==> config.mk <==
export PLATFORM = sky130hd
export DESIGN_NAME = kab_ctrl
export DESIGN_NICKNAME = d
export VERILOG_FILES = /design/src/hw/rtl/kab_pkg.sv /design/src/hw/rtl/kab_ctrl.sv
export SDC_FILE = /design/constraint.sdc
export NUM_CORES = 1
export LEC_CHECK = 0
export BUFFER_PORTS_ARGS = -buffer_cell sky130_fd_sc_hd__clkbuf_2
export CAP_MARGIN = 20
export CORE_AREA = 3 3 40 42
export DETAILED_ROUTE_END_ITERATION = 16
export DIE_AREA = 0 0 43 45
export PLACE_DENSITY = 0.71
export SYNTH_ARGS = -nofsm -noshare
export SYNTH_HDL_FRONTEND = slang
export SYNTH_SLANG_ARGS = --single-unit
==> constraint.sdc <==
create_clock -name clk_i -period 3.4 [get_ports clk_i]
set_input_delay 0.17 -clock clk_i [delete_from_list [all_inputs] [get_ports clk_i]]
set_output_delay 0.17 -clock clk_i [all_outputs]
set_load 0.03 [all_outputs]
==> src/hw/rtl/kab_pkg.sv <==
// ----------------------------------------------------------------------------
// kab_pkg
// Shared widths, field offsets, command codes and status bundle for the
// k-th ancestor binary-lifting unit.
// ----------------------------------------------------------------------------
package kab_pkg;

  // Fixed field widths of the stream and configuration ports
  localparam int NODE_W = 10;
  localparam int PAR_W  = 11;
  localparam int DIST_W = 10;
  localparam int CNT_W  = 11;
  localparam int ANC_W  = 11;

  // Input tdata layout: node_index, parent_of_node, distance
  localparam int NODE_LSB    = 0;
  localparam int PAR_LSB     = NODE_LSB + NODE_W;
  localparam int DIST_LSB    = PAR_LSB + PAR_W;
  localparam int IN_FIELDS_W = DIST_LSB + DIST_W;
  localparam int IN_TDATA_W  = ((IN_FIELDS_W + 7) / 8) * 8;
  localparam int OUT_TDATA_W = ((ANC_W + 7) / 8) * 8;

  // Defaults for the top-level parameters
  localparam int DEF_MAX_NODES = 1024;
  localparam int DEF_LEVELS    = 11;

  // Datapath commands issued by the controller
  typedef enum logic [3:0] {
    CMD_NONE,
    CMD_TAKE,       // latch input item, clear walk counters
    CMD_LOAD,       // write level-0 parent entry
    CMD_FIX_RD,     // read level-0 entry of node j
    CMD_FIX_WR,     // write back range-checked level-0 entry, advance j
    CMD_BLD_RD1,    // read entry (lvl-1, j)
    CMD_BLD_RD2,    // read entry (lvl-1, mid)
    CMD_BLD_SKIP,   // write none to (lvl, j), advance
    CMD_BLD_WR,     // write checked read data to (lvl, j), advance
    CMD_SET_BUILT,
    CMD_Q_NONE,     // result is none
    CMD_Q_NEXT,     // skip clear bit of k
    CMD_Q_RD,       // read entry (lvl, cur)
    CMD_Q_STEP,     // take read data as new current node
    CMD_Q_END,      // result is current node
    CMD_Q_PUSH      // move result into output register
  } kab_cmd_e;

  typedef struct packed {
    logic in_is_query;  // operation of the item on the input port
    logic last_load;    // latched last flag
    logic q_ok;         // query is answerable
    logic bit_set;      // bit lvl of k is set
    logic lvl_last;     // level counter at LEVELS-1
    logic j_last;       // node counter at count-1
    logic count_zero;   // no node in use
    logic rd_in_use;    // read data is an in-use node
    logic out_free;     // output register can take a result
  } kab_stat_t;

endpackage

==> src/hw/rtl/kab_ctrl.sv <==
// ----------------------------------------------------------------------------
// kab_ctrl
// Controller: sequences loads, the table build and the query walk.
// ----------------------------------------------------------------------------
module kab_ctrl import kab_pkg::*; (
  input  logic      clk_i,
  input  logic      rst_ni,
  input  logic      in_valid_i,
  output logic      in_ready_o,
  input  kab_stat_t stat_i,
  output kab_cmd_e  cmd_o
);

  localparam logic [3:0] S_IDLE    = 4'd0;
  localparam logic [3:0] S_LOAD    = 4'd1;
  localparam logic [3:0] S_FIX_RD  = 4'd2;
  localparam logic [3:0] S_FIX_WR  = 4'd3;
  localparam logic [3:0] S_BLD_RD1 = 4'd4;
  localparam logic [3:0] S_BLD_CHK = 4'd5;
  localparam logic [3:0] S_BLD_WR  = 4'd6;
  localparam logic [3:0] S_BUILT   = 4'd7;
  localparam logic [3:0] S_QCHK    = 4'd8;
  localparam logic [3:0] S_QSCAN   = 4'd9;
  localparam logic [3:0] S_QSTEP   = 4'd10;
  localparam logic [3:0] S_QOUT    = 4'd11;

  logic [3:0] state_q, state_d;

  assign in_ready_o = (state_q == S_IDLE);

  always_comb begin
    state_d = state_q;
    cmd_o   = CMD_NONE;
    unique case (state_q)
      S_IDLE: begin
        if (in_valid_i) begin
          cmd_o   = CMD_TAKE;
          state_d = stat_i.in_is_query ? S_QCHK : S_LOAD;
        end
      end
      S_LOAD: begin
        cmd_o = CMD_LOAD;
        if (!stat_i.last_load) begin
          state_d = S_IDLE;
        end else if (stat_i.count_zero) begin
          state_d = S_BUILT;
        end else begin
          state_d = S_FIX_RD;
        end
      end
      S_FIX_RD: begin
        cmd_o   = CMD_FIX_RD;
        state_d = S_FIX_WR;
      end
      S_FIX_WR: begin
        cmd_o = CMD_FIX_WR;
        if (!stat_i.j_last) begin
          state_d = S_FIX_RD;
        end else if (stat_i.lvl_last) begin
          state_d = S_BUILT;
        end else begin
          state_d = S_BLD_RD1;
        end
      end
      S_BLD_RD1: begin
        cmd_o   = CMD_BLD_RD1;
        state_d = S_BLD_CHK;
      end
      S_BLD_CHK: begin
        // follow the midpoint only if it is a node in use
        if (stat_i.rd_in_use) begin
          cmd_o   = CMD_BLD_RD2;
          state_d = S_BLD_WR;
        end else begin
          cmd_o   = CMD_BLD_SKIP;
          state_d = (stat_i.j_last && stat_i.lvl_last) ? S_BUILT : S_BLD_RD1;
        end
      end
      S_BLD_WR: begin
        cmd_o   = CMD_BLD_WR;
        state_d = (stat_i.j_last && stat_i.lvl_last) ? S_BUILT : S_BLD_RD1;
      end
      S_BUILT: begin
        cmd_o   = CMD_SET_BUILT;
        state_d = S_IDLE;
      end
      S_QCHK: begin
        if (stat_i.q_ok) begin
          state_d = S_QSCAN;
        end else begin
          cmd_o   = CMD_Q_NONE;
          state_d = S_QOUT;
        end
      end
      S_QSCAN: begin
        if (stat_i.bit_set) begin
          cmd_o   = CMD_Q_RD;
          state_d = S_QSTEP;
        end else if (stat_i.lvl_last) begin
          cmd_o   = CMD_Q_END;
          state_d = S_QOUT;
        end else begin
          cmd_o = CMD_Q_NEXT;
        end
      end
      S_QSTEP: begin
        if (!stat_i.rd_in_use) begin
          cmd_o   = CMD_Q_NONE;
          state_d = S_QOUT;
        end else begin
          cmd_o   = CMD_Q_STEP;
          state_d = stat_i.lvl_last ? S_QOUT : S_QSCAN;
        end
      end
      S_QOUT: begin
        // hold until the output register frees up
        if (stat_i.out_free) begin
          cmd_o   = CMD_Q_PUSH;
          state_d = S_IDLE;
        end
      end
      default: begin
        state_d = S_IDLE;
      end
    endcase
  end

  always_ff @(posedge clk_i or negedge rst_ni) begin
    if (!rst_ni) begin
      state_q <= S_IDLE;
    end else begin
      state_q <= state_d;
    end
  end

  a_take_idle: assert property (@(posedge clk_i) disable iff (!rst_ni)
    (cmd_o == CMD_TAKE) |=> (state_q == S_LOAD || state_q == S_QCHK))
    else $error("taken item not dispatched");

  a_push_from_out: assert property (@(posedge clk_i) disable iff (!rst_ni)
    (cmd_o == CMD_Q_PUSH) |=> (state_q == S_IDLE))
    else $error("push did not end the query");

  a_build_done: assert property (@(posedge clk_i) disable iff (!rst_ni)
    (state_q == S_BUILT) |-> ($past(state_q) == S_LOAD ||
      $past(state_q) == S_FIX_WR || $past(state_q) == S_BLD_CHK ||
      $past(state_q) == S_BLD_WR))
    else $error("build finished from an unexpected state");

endmodule

### Yosys cells after proc, flatten, opt, wreduce, memory -nomap -nowiden

Cells that the tools add are included.

| cells by class | value |
|---|---|
| mux-type cells | 23 |
| equal/unequal tests | 14 |
| reduce and logical (&&, ||, !) cells | 3 |

Operators with widths:

| kind | number |
|---|---|
| $pmux W4 S12 | 1 |
| $pmux W4 S11 | 1 |
| $mux W4 | 7 |
| $mux W3 | 6 |
| $eq A4 B3 Y1 const B | 4 |
| $eq A4 B4 Y1 const B | 4 |
| $mux W2 | 6 |
| $eq A4 B2 Y1 const B | 2 |
| $eq A4 B1 Y1 const B | 1 |
| $logic_not A4 Y1 | 1 |
| $ne A2 B2 Y1 const B | 2 |
| $ne A3 B3 Y1 const B | 1 |
| $reduce_and A3 Y1 | 1 |
| $mux W1 | 2 |
| $logic_and A1 B1 Y1 | 1 |

| word-level totals | value |
|---|---|
| logic and storage cells | 41 |
| bits of input ports | 12 |
| bits in registers | 4 |
| output and inout bits | 5 |

### Longest topological paths before layout

Gate-level depths: netlist (run 1).

| logic depth | value |
|---|---|
| word-level depth | 4 |
| gate-level depth with buffers | 6 |
| gate-level depth less buffers | 4 |

### Worst setup path after synthesis (run 1)

Ideal clock, no wire load.

| timing path | value |
|---|---|
| kind | register to output |
| from | register state_q[3] |
| to | output port cmd_o[3] |
| setup slack | 1.655 ns |
| stages on the path, launching flop included | 5 |
| arrival time | 1.575 ns |
| required time | 3.230 ns |
| path buffers | 2 |
| cells stage by stage | dfrtp_1 -> buf_4 -> buf_4 -> o21ai_0 -> a221oi_1 |

| on the way | value |
|---|---|
| longest elaborated chain between the ends | 2 |
| elaborated cells between the ends (all ways) | 13 |
| classes of those cells | 11 x eq/ne; 1 x mux; 1 x reduce/logical |

RTL lines:

| item | line | source |
|---|---|---|
| from (decl) | kab_ctrl.sv:27 | `logic [3:0] state_q, state_d;` |
| from (signal assigned) | kab_ctrl.sv:132 | `state_q <= state_d;` |
| $eq A4 B4 Y1, or another cell as far along | kab_ctrl.sv:34 | `unique case (state_q)` |
| $pmux W4 S12 * | kab_ctrl.sv:34 |  |
| to (decl) | kab_ctrl.sv:11 | `output kab_cmd_e cmd_o` |

Every way passes the cells marked *; elsewhere a longest branch is shown, timed or not.

### Worst setup path after layout (run 1)

| timing path | value |
|---|---|
| from | register state_q[0] |
| to | output port cmd_o[1] |

Same word-level chain as after synthesis.

==> impl.org, run 1 <==
** Status
- Result of the run :: finished clean

** Layout
- Ranked by flip-flop count, first place goes to state_q.
- Area grow syn2layout :: 12.9%
- In the final layout, the multi-input gates occupy ~430 µm².
- Leading cell type in the layout, fill and taps excluded :: clkbuf_2
- Commonest cells after routing, fill and taps aside :: clkbuf_2, nor2_1, nand2_1, o21ai_0, a21oi_1
- After the flow finishes, the layout carries non-filler instances totaling between 100 and 150.
- Of the cells placed in the final design, the portion with a size suffix greater than 1 is 0.229.
- Number of flip-flops under the largest register name :: 4
- Area taken by flip-flops and latches :: 100 µm²
- Top Registers :: state_q: 4 flops
- Counting the fill cells in the layout gives 135.
- Antenna Diode Count :: 0
- For this run, the post-layout net count is 110.

** Pwr
- Net switching power of the design :: 0.401 mW
- Total leakage power :: 0.266 nW
- Switching Share :: 0.577
- The share of total power dissipated in sequential elements is 0.254.
- Peak supply drop :: a little under 500 µV
- Cell-internal power :: between 0.2 and 0.3 mW
- The share of total power dissipated in combinational logic is 0.658.
- For this design the ratio of total power to cell area is slightly above 1000 nW/µm².
- Part of the total power dissipated in the clock network :: 0.088

** Clock network
- Clock latency of the later-clocked register in the worst-skew pair :: 0.24 ns
- Clk buf depth :: 2
- After clock tree synthesis, the clock-pin slew on the worst setup and hold paths is 0.04 ns.
- After clock tree synthesis, the flow added hold-fix buffers numbering 1.
- TritonCTS clock tree :: built
- The tree is rooted in a clkbuf_4.
- After clock tree synthesis, the repair step resized 0 gates.
- Buffers inserted by post-CTS timing repair :: 0
- The clock drives 4 sinks.
- Clock tree synthesis inserted a total of 3 buffers.
- Maximum level of the CTS H-tree :: 1

** Logic synthesis
- Dominant cell type by area after synthesis :: dfrtp_1
- Of the total synthesized cell area, the portion taken by AND, OR, NAND and NOR gates is 0.300.
- The fraction of the mapped netlist area in compound gates is 0.367.
- Yosys mapped the design onto 34 distinct sky130hd cell types.
- Counting every net in the synthesized netlist gives 95.
- Synthesis inferred 4 register bits.
- Fraction of the mapped netlist area in adder cells :: 0.0190
- Of the post-synthesis cell area, the dominant cell type holds 0.169.
- Cell types occupying the most area after synthesis :: dfrtp_1, nor2_1, o21ai_0
- After synthesis the cells add up to 593 µm².
- Number of standard cells after synthesis :: 83
- After synthesis, the largest family of logic cells by area is compound AO/OA/AOI/OAI gates.
- Synthesis Warnings :: 0
- Parity-gate share of the synthesized area counting xor and xnor cells :: 0
- Portion of the post-synthesis area used by sequential elements :: 0.169
- After synthesis, the share of cell area in mux cells is 0.0338.
- Post-Synthesis Mean Instance Area :: approximately 7.1 µm²

** Timing
- Setup repair after global routing left no endpoint under its margin.
- Of the available clock period, the critical path in the final layout requires 0.599.
- After routing, the total negative slack on setup checks comes to 0 ns.
- Setup violations remaining at the end of the flow were counted as 0.
- Clock period minus worst slack :: between 2 and 2.5 ns
- The worst pin sits at a relative slew slack of 0.570.
- Clock skew on the completed layout was measured at between 0.01 and 0.015 ns.
- Number of hold violations in the final report :: 0
- Number of max-slew violations in the final report :: 0
- Based on the critical path, the design can be clocked at up to about 490 MHz.
- For the pin with the worst max-slew slack, the measured transition is about 0.64 ns.
- Across all setup checks in the final design, the least slack found is 1.36 ns.

** Critical path
- Worst endpoint data arrival time :: around 1.9 ns
- Highest net fanout along the worst path :: 19
- By startpoint and endpoint, the worst setup path is classified as flip-flop to output port.
- Grouping stages by cell kind, the critical path spends the most delay in flip-flops.
- Cell at the slowest stage of the critical path :: dfrtp_1
- CP Capture Type :: output port
- Nature of the critical path startpoint :: flip-flop
- The startpoint identified for the worst register-to-register timing path is state_q[0]$_DFFE_PN0P_.
- Slowest Stage Delay on Critical Path :: 0.69 ns
- Measured in cells, the most critical reg-to-reg path has a length of 4.
- The worst register-to-register path ends at state_q[0]$_DFFE_PN0P_.
- STA puts the critical path data required time at 3.23 ns.
- Start point of the critical path :: state_q[0]$_DFFE_PN0P_
- For flop-to-flop paths, the worst setup slack is ~1.7 ns.
- Crit path cell chain :: or2_4 > o21ai_0 > a221oi_1 > o22ai_1 > clkbuf_2
- Worst Path Buf+Inv :: 1

** Die
- In this run the horizontal extent of the chip is about 43 µm.
- The die is ~45 µm tall.
- The die covers between 1500 and 2000 µm².
- Initial Util :: 0.462
- Number of primary I/O pins :: 17
- The core region is approximately 1300 µm².
- Site Rows :: 13

** Placement
- The count of buffers added on input and output ports is 16.
- Placer Congestion :: 0.913
- DP HPWL :: around 1100 µm
- The number of placed instances, taps included, is about 110.
- OpenSTA, run right after detailed placement, puts the worst setup slack at about 1.6 ns.

** Routing
- After detailed routing, the number of remaining DRC violations is 0.
- Total length of routed wires :: roughly 1600 µm
- Detailed Route Iter0 Violations :: slightly above 40
- Vias after detailed routing :: between 600 and 700
- Antenna-violating nets left :: 0
- Number of iterations in the first detailed-routing pass :: 4
- Post-detailed-route wirelength per cell :: approximately 14 µm
- Per-cell via count in the routed design :: about 6.3

** Global routing
- Global route overflow :: 0
- For this run, the total global-route usage over all layers was measured as 0.178.
- Entering global routing, the biggest net connects 25 pins.
- Initial antenna violation count :: 0
- The via count of the first global-routing pass came to 581.
- The first global-routing pass estimated between 2000 and 3000 µm of wire.

** Job
- Across the run, the number of max-cap violations was 0.

** Hold path
- Min-delay worst type :: input pin to asynchronous set/reset pin
==> Yosys cell counts (all sizes together) <==
cell,count
nor2b,3
nand4bb,2
o311ai,1
a22oi,2
nor2,10
o31ai,1
maj3,1
buf,6
o41ai,1
a32oi,1
nor3,2
nand2b,3
a32o,1
or2,1
nand3,1
clkbuf,1
a311oi,1
mux2i,2
dfrtp,4
or3b,1
a221oi,3
o21ai,9
nor4,1
o22ai,4
o211ai,2
o2111ai,1
nand2,7
a21oi,6
nand3b,2
inv,3
==> worst register-to-register path, stage by stage (launching register included) <==
cell and delay [ns]:
dfrtp_1 0.69, nand2_1 0.28, maj3_2 0.37, o41ai_1 0.06, o211ai_1 0.15
==> per-layer routing <==
metal  vias to the layer above  share of wire  GRT usage
met5                         -              0          0
met4                         0         0.0044     0.0361
met3                         2          0.071     0.0478
met2                        39           0.47      0.278
met1                       311           0.45      0.248
li1                        345              -          -
==> worst max path at each step <==
stage               end  slack (ns)  depth (start not counted)
6_report       cmd_o[1]        1.36                          5
5_1_grt        cmd_o[1]        1.21                          5
4_1_cts        cmd_o[1]        1.39                          5
3_5_place_dp   cmd_o[1]        1.64                          5
3_3_place_gp   cmd_o[2]        1.67                          5
2_1_floorplan  cmd_o[3]        1.66                          4
==> final cells by class <==
| type | count | share of cell area |
|---|---|---|
| Tap cell | 15 | 0.0280 |
| Multi-Input combinational cell | 69 | 0.637 |
| Sequential cell | 4 | 0.150 |
| Timing Repair Buffer | 17 | 0.135 |
| Inverter | 3 | 0.0168 |
| Clock buffer | 3 | 0.0336 |
==> stage by stage <==
| stage | hold WS (ns) | power, mW | instance area (µm²) | util |
|---|---|---|---|---|
| 6_report | 0.282 | 0.695 | 669 | 0.521 |
| 5_1_grt | 0.298 | 0.758 | 669 | 0.521 |
| 3_5_place_dp | -0.0157 | 0.626 | 637 | 0.496 |
| 2_1_floorplan | -0.126 | 0.559 | 593 | - |
| 4_1_cts | 0.265 | 0.691 | 669 | 0.521 |
| 3_3_place_gp | -0.0229 | 0.623 | 637 | 0.496 |
==> power groups by stage <==
| stage | Clock, mW | Combinational, mW | Sequential (mW) |
|---|---|---|---|
| finish | 0.0613 | 0.458 | 0.177 |
| global route | 0.0691 | 0.503 | 0.186 |
| CTS | 0.0628 | 0.457 | 0.172 |
| detailed placement | 0 | 0.454 | 0.172 |
| global placement | 0 | 0.452 | 0.171 |
| floorplan | 0 | 0.474 | 0.0846 |
==> cells by family (layout without fill, tap and decap cells) <==
| family | Yosys count | count (layout) |
|---|---|---|
| mux | 2 | 2 |
| simple gates | 33 | 33 |
| buf+inv | 10 | 23 |
| compound gates | 33 | 33 |
| flops | 4 | 4 |
| fa+ha+maj | 1 | 1 |
Power figures use the tool's default switching activity.
==> run 2: changes to the inputs <==
CORE_AREA = default   (was 3 3 40 42)
CORE_MARGIN = 3   (was default)
CORE_UTILIZATION = 45   (was default)
DIE_AREA = default   (was 0 0 43 45)
PLACE_DENSITY = 0.74   (was 0.71)
clock period = 1.85 ns   (was 3.4 ns; I/O delays follow)
==> run 2 against run 1 <==
Register-to-register slack got worse by 1.4 ns. Routed wire length fell by 0.69%. Clock power rose by 83%. Worst setup slack got worse by 1.3 ns. Combinational power rose by 100%. Hold slack got worse by 0.091 ns. Via count rose by 0.14%. Critical endpoint unchanged.
==> impl.org, run 2 (same netlist as run 1, synthesis figures left out) <==
** Timing
- Setup slack on the critical path of the routed design comes to 0.0801 ns.
- Unrepaired setup endpoints after global routing :: false
- Number of max-slew violations in the final report :: 0
- Number of hold violations in the final report :: 0
- At the pin with the least slew margin, the transition time is ~0.55 ns.
- The worst path in the final design needs a cycle of 1.77 ns, including I/O delays and setup.
- Total negative slack for setup checks :: 0 ns
- The clock arrives with ~0.0042 ns of skew.
- Setup violations remaining at the end of the flow were counted as 0.
- Dividing the final minimum period by the clock period gives 0.957.
- The worst pin sits at a relative slew slack of 0.635.
- Derived from the worst setup path, the maximum achievable clock frequency is between 500 and 600 MHz.
- The tightest hold path in the finished design has a slack of between 0.15 and 0.2 ns.

** Placement
- After legalization and detailed placement, the total HPWL measured roughly 1200 µm.
- After detailed placement, the design holds a cell count of 109.
- The count of buffers added on input and output ports is 16.
- Prior to clock tree synthesis, the placed netlist has a worst setup slack of 0.222 ns.
- The congestion estimate from routability-driven global placement came to 0.883.

** Layout
- Register with the most flip-flops :: state_q
- Antenna Diode Count :: 0
- Leaving out fill and tap cells, the most frequent cell in the layout is clkbuf_2.
- Commonest cells after routing, fill and taps aside :: clkbuf_2, nor2_1, nand2_1, o21ai_0, a21oi_1
- Top Registers :: state_q: 4 flops
- Of the cells placed in the final design, the portion with a size suffix greater than 1 is 0.273.
- Final non-filler cell total :: around 110
- In the final layout, the multi-input gates occupy 427 µm².
- The area growth from synthesis to layout is 16.9%.
- Area taken by flip-flops and latches :: 103 µm²
- In the final design database the tool counted between 100 and 150 nets.
- The register with the most flip-flops in the layout has 4 of them.
- After filler insertion, the fill cell instance count of the layout stands at between 100 and 150.

** Clock network
- The clock drives 4 sinks.
- TritonCTS clock tree :: built
- Clock transition at the registers of the reported paths :: 0.04 ns
- Buffers inserted by post-CTS timing repair :: 0
- TritonCTS created 3 clock buffers.
- Clock root cell :: clkbuf_4
- Clock latency of the later-clocked register in the worst-skew pair :: approximately 0.24 ns
- Clk buf depth :: 2
- Maximum level of the CTS H-tree :: 1

** Pwr
- Areal power density over the cells :: 1920 nW/µm²
- VDD sags by at most between 900 and 1000 µV.
- Total leakage power :: 0.279 nW

** Global routing
- Initial antenna violation count :: 0
- The via count of the first global-routing pass was between 500 and 600.
- Maximum number of pins on one net before global-route repair :: 20
- In the global route stage, overall resource usage came out at 0.174.
- Global-route wire length before repair :: approximately 2500 µm
- For this run the aggregate overflow at the end of global routing stands at 0.

** Routing
- Detailed Route Iter0 Violations :: 26
- Vias after detailed routing :: roughly 700
- For this run, the detailed router's first-pass iteration total came to 4.
- In the routed design, unresolved DRC markers number 0.
- The count of nets left with antenna violations once routing finished came out at 0.
- Post-detailed-route wirelength per cell :: approximately 14 µm
- The final layout contains routed wiring with a total length of approximately 1600 µm.
- Per-cell via count in the routed design :: roughly 6

** Die
- Site Rows :: 12
- DIE AREA :: ~1800 µm²
- Die extent in x :: about 42 µm
- Vertical die dimension :: around 42 µm
- Initial Util :: 0.506
- Core area :: between 1000 and 1500 µm²
- 17 I/O pins were placed.

** Critical path
- For the worst setup path, the data required time is between 1.5 and 2 ns.
- Highest net fanout along the worst path :: 16
- The worst setup path is captured at an output port.
- The worst setup path is launched from a flip-flop.
- WS Path Type :: flip-flop to output port
- Slowest Stage Delay on Critical Path :: roughly 0.50 ns
- The slowest stage of the critical path is the dfrtp_2 cell.
- Crit path cell chain :: or2_4 > o21ai_0 > a221oi_1 > o22ai_1 > clkbuf_2
- Worst endpoint data arrival time :: roughly 1.7 ns

** Job
- Max-cap violations :: 0

** Hold path
- Min-delay worst type :: input pin to asynchronous set/reset pin

** Status
- Result of the run :: finished clean
[run 2: changes by cell type in the layout (fill, tap and decap cells not counted)]
cell     delta
dfrtp_1     -2
buf_4       +3
dfrtp_2     +2
[run 2: metal layers]
metal,track usage,routed length (µm),vias to the layer above
met4,0.0683,13,0
met3,0.00429,44,4
li1,-,-,353
met1,0.258,764,325
met2,0.261,754,16
met5,0,0,-
[run 2: final timing paths]
check | slack, ns | endpoint | cells past startpoint | from
max | 0.08 | cmd_o[1] | 5 | state_q[0]$_DFFE_PN0P_
min | 0.19 | state_q[2]$_DFFE_PN0P_ | 2 | rst_ni
max reg2reg | 0.30 | state_q[1]$_DFFE_PN0P_ | 4 | state_q[3]$_DFFE_PN0P_
min reg2reg | 0.75 | state_q[2]$_DFFE_PN0P_ | 2 | state_q[0]$_DFFE_PN0P_
max in group asynchronous | 1.52 | state_q[1]$_DFFE_PN0P_ | 2 | rst_ni
min in group clk_i | 0.27 | state_q[3]$_DFFE_PN0P_ | 3 | stat_i[8]
[run 2: timing repair]
| item | CTS | global route |
|---|---|---|
| endpoints found under the setup margin | 1 | 1 |
| hold buffers | 1 | 0 |
| endpoints found under the hold margin | 4 | 0 |
| gates resized for setup | 1 | 1 |
| pin swaps | 0 | 0 |
[run 2: layout make-up]
class,count,area share
clock buffers,3,0.0325
inverters,3,0.0162
repair buffers,20,0.162
flip-flops and latches,4,0.148
multi-input cells,69,0.616
well taps,14,0.0253
[run 2: power breakdown]
| group | total (mW) | internal, mW | switching [mW] |
|---|---|---|---|
| sequential | 0.292 | 0.134 | 0.158 |
| combinational | 0.924 | 0.377 | 0.547 |
| clock | 0.112 | 0.0728 | 0.0388 |
[run 2: worst max-delay path, delay by kind of cell (launching register included)]
family / cells / cell delay, ns
AO/OA/AOI/OAI: 3 / 0.42
buffers and inverters: 1 / 0.23
flip-flops: 1 / 0.50
AND/OR/NAND/NOR: 1 / 0.29
[run 2: per-stage QoR]
stage / total power, mW / utilization / cell area, µm²
after floorplan: 1.03 / - / 593
after global placement: 1.19 / 0.562 / 658
after detailed placement: 1.20 / 0.562 / 658
after CTS: 1.32 / 0.591 / 692
after global routing: 1.43 / 0.592 / 693
final: 1.33 / 0.592 / 693
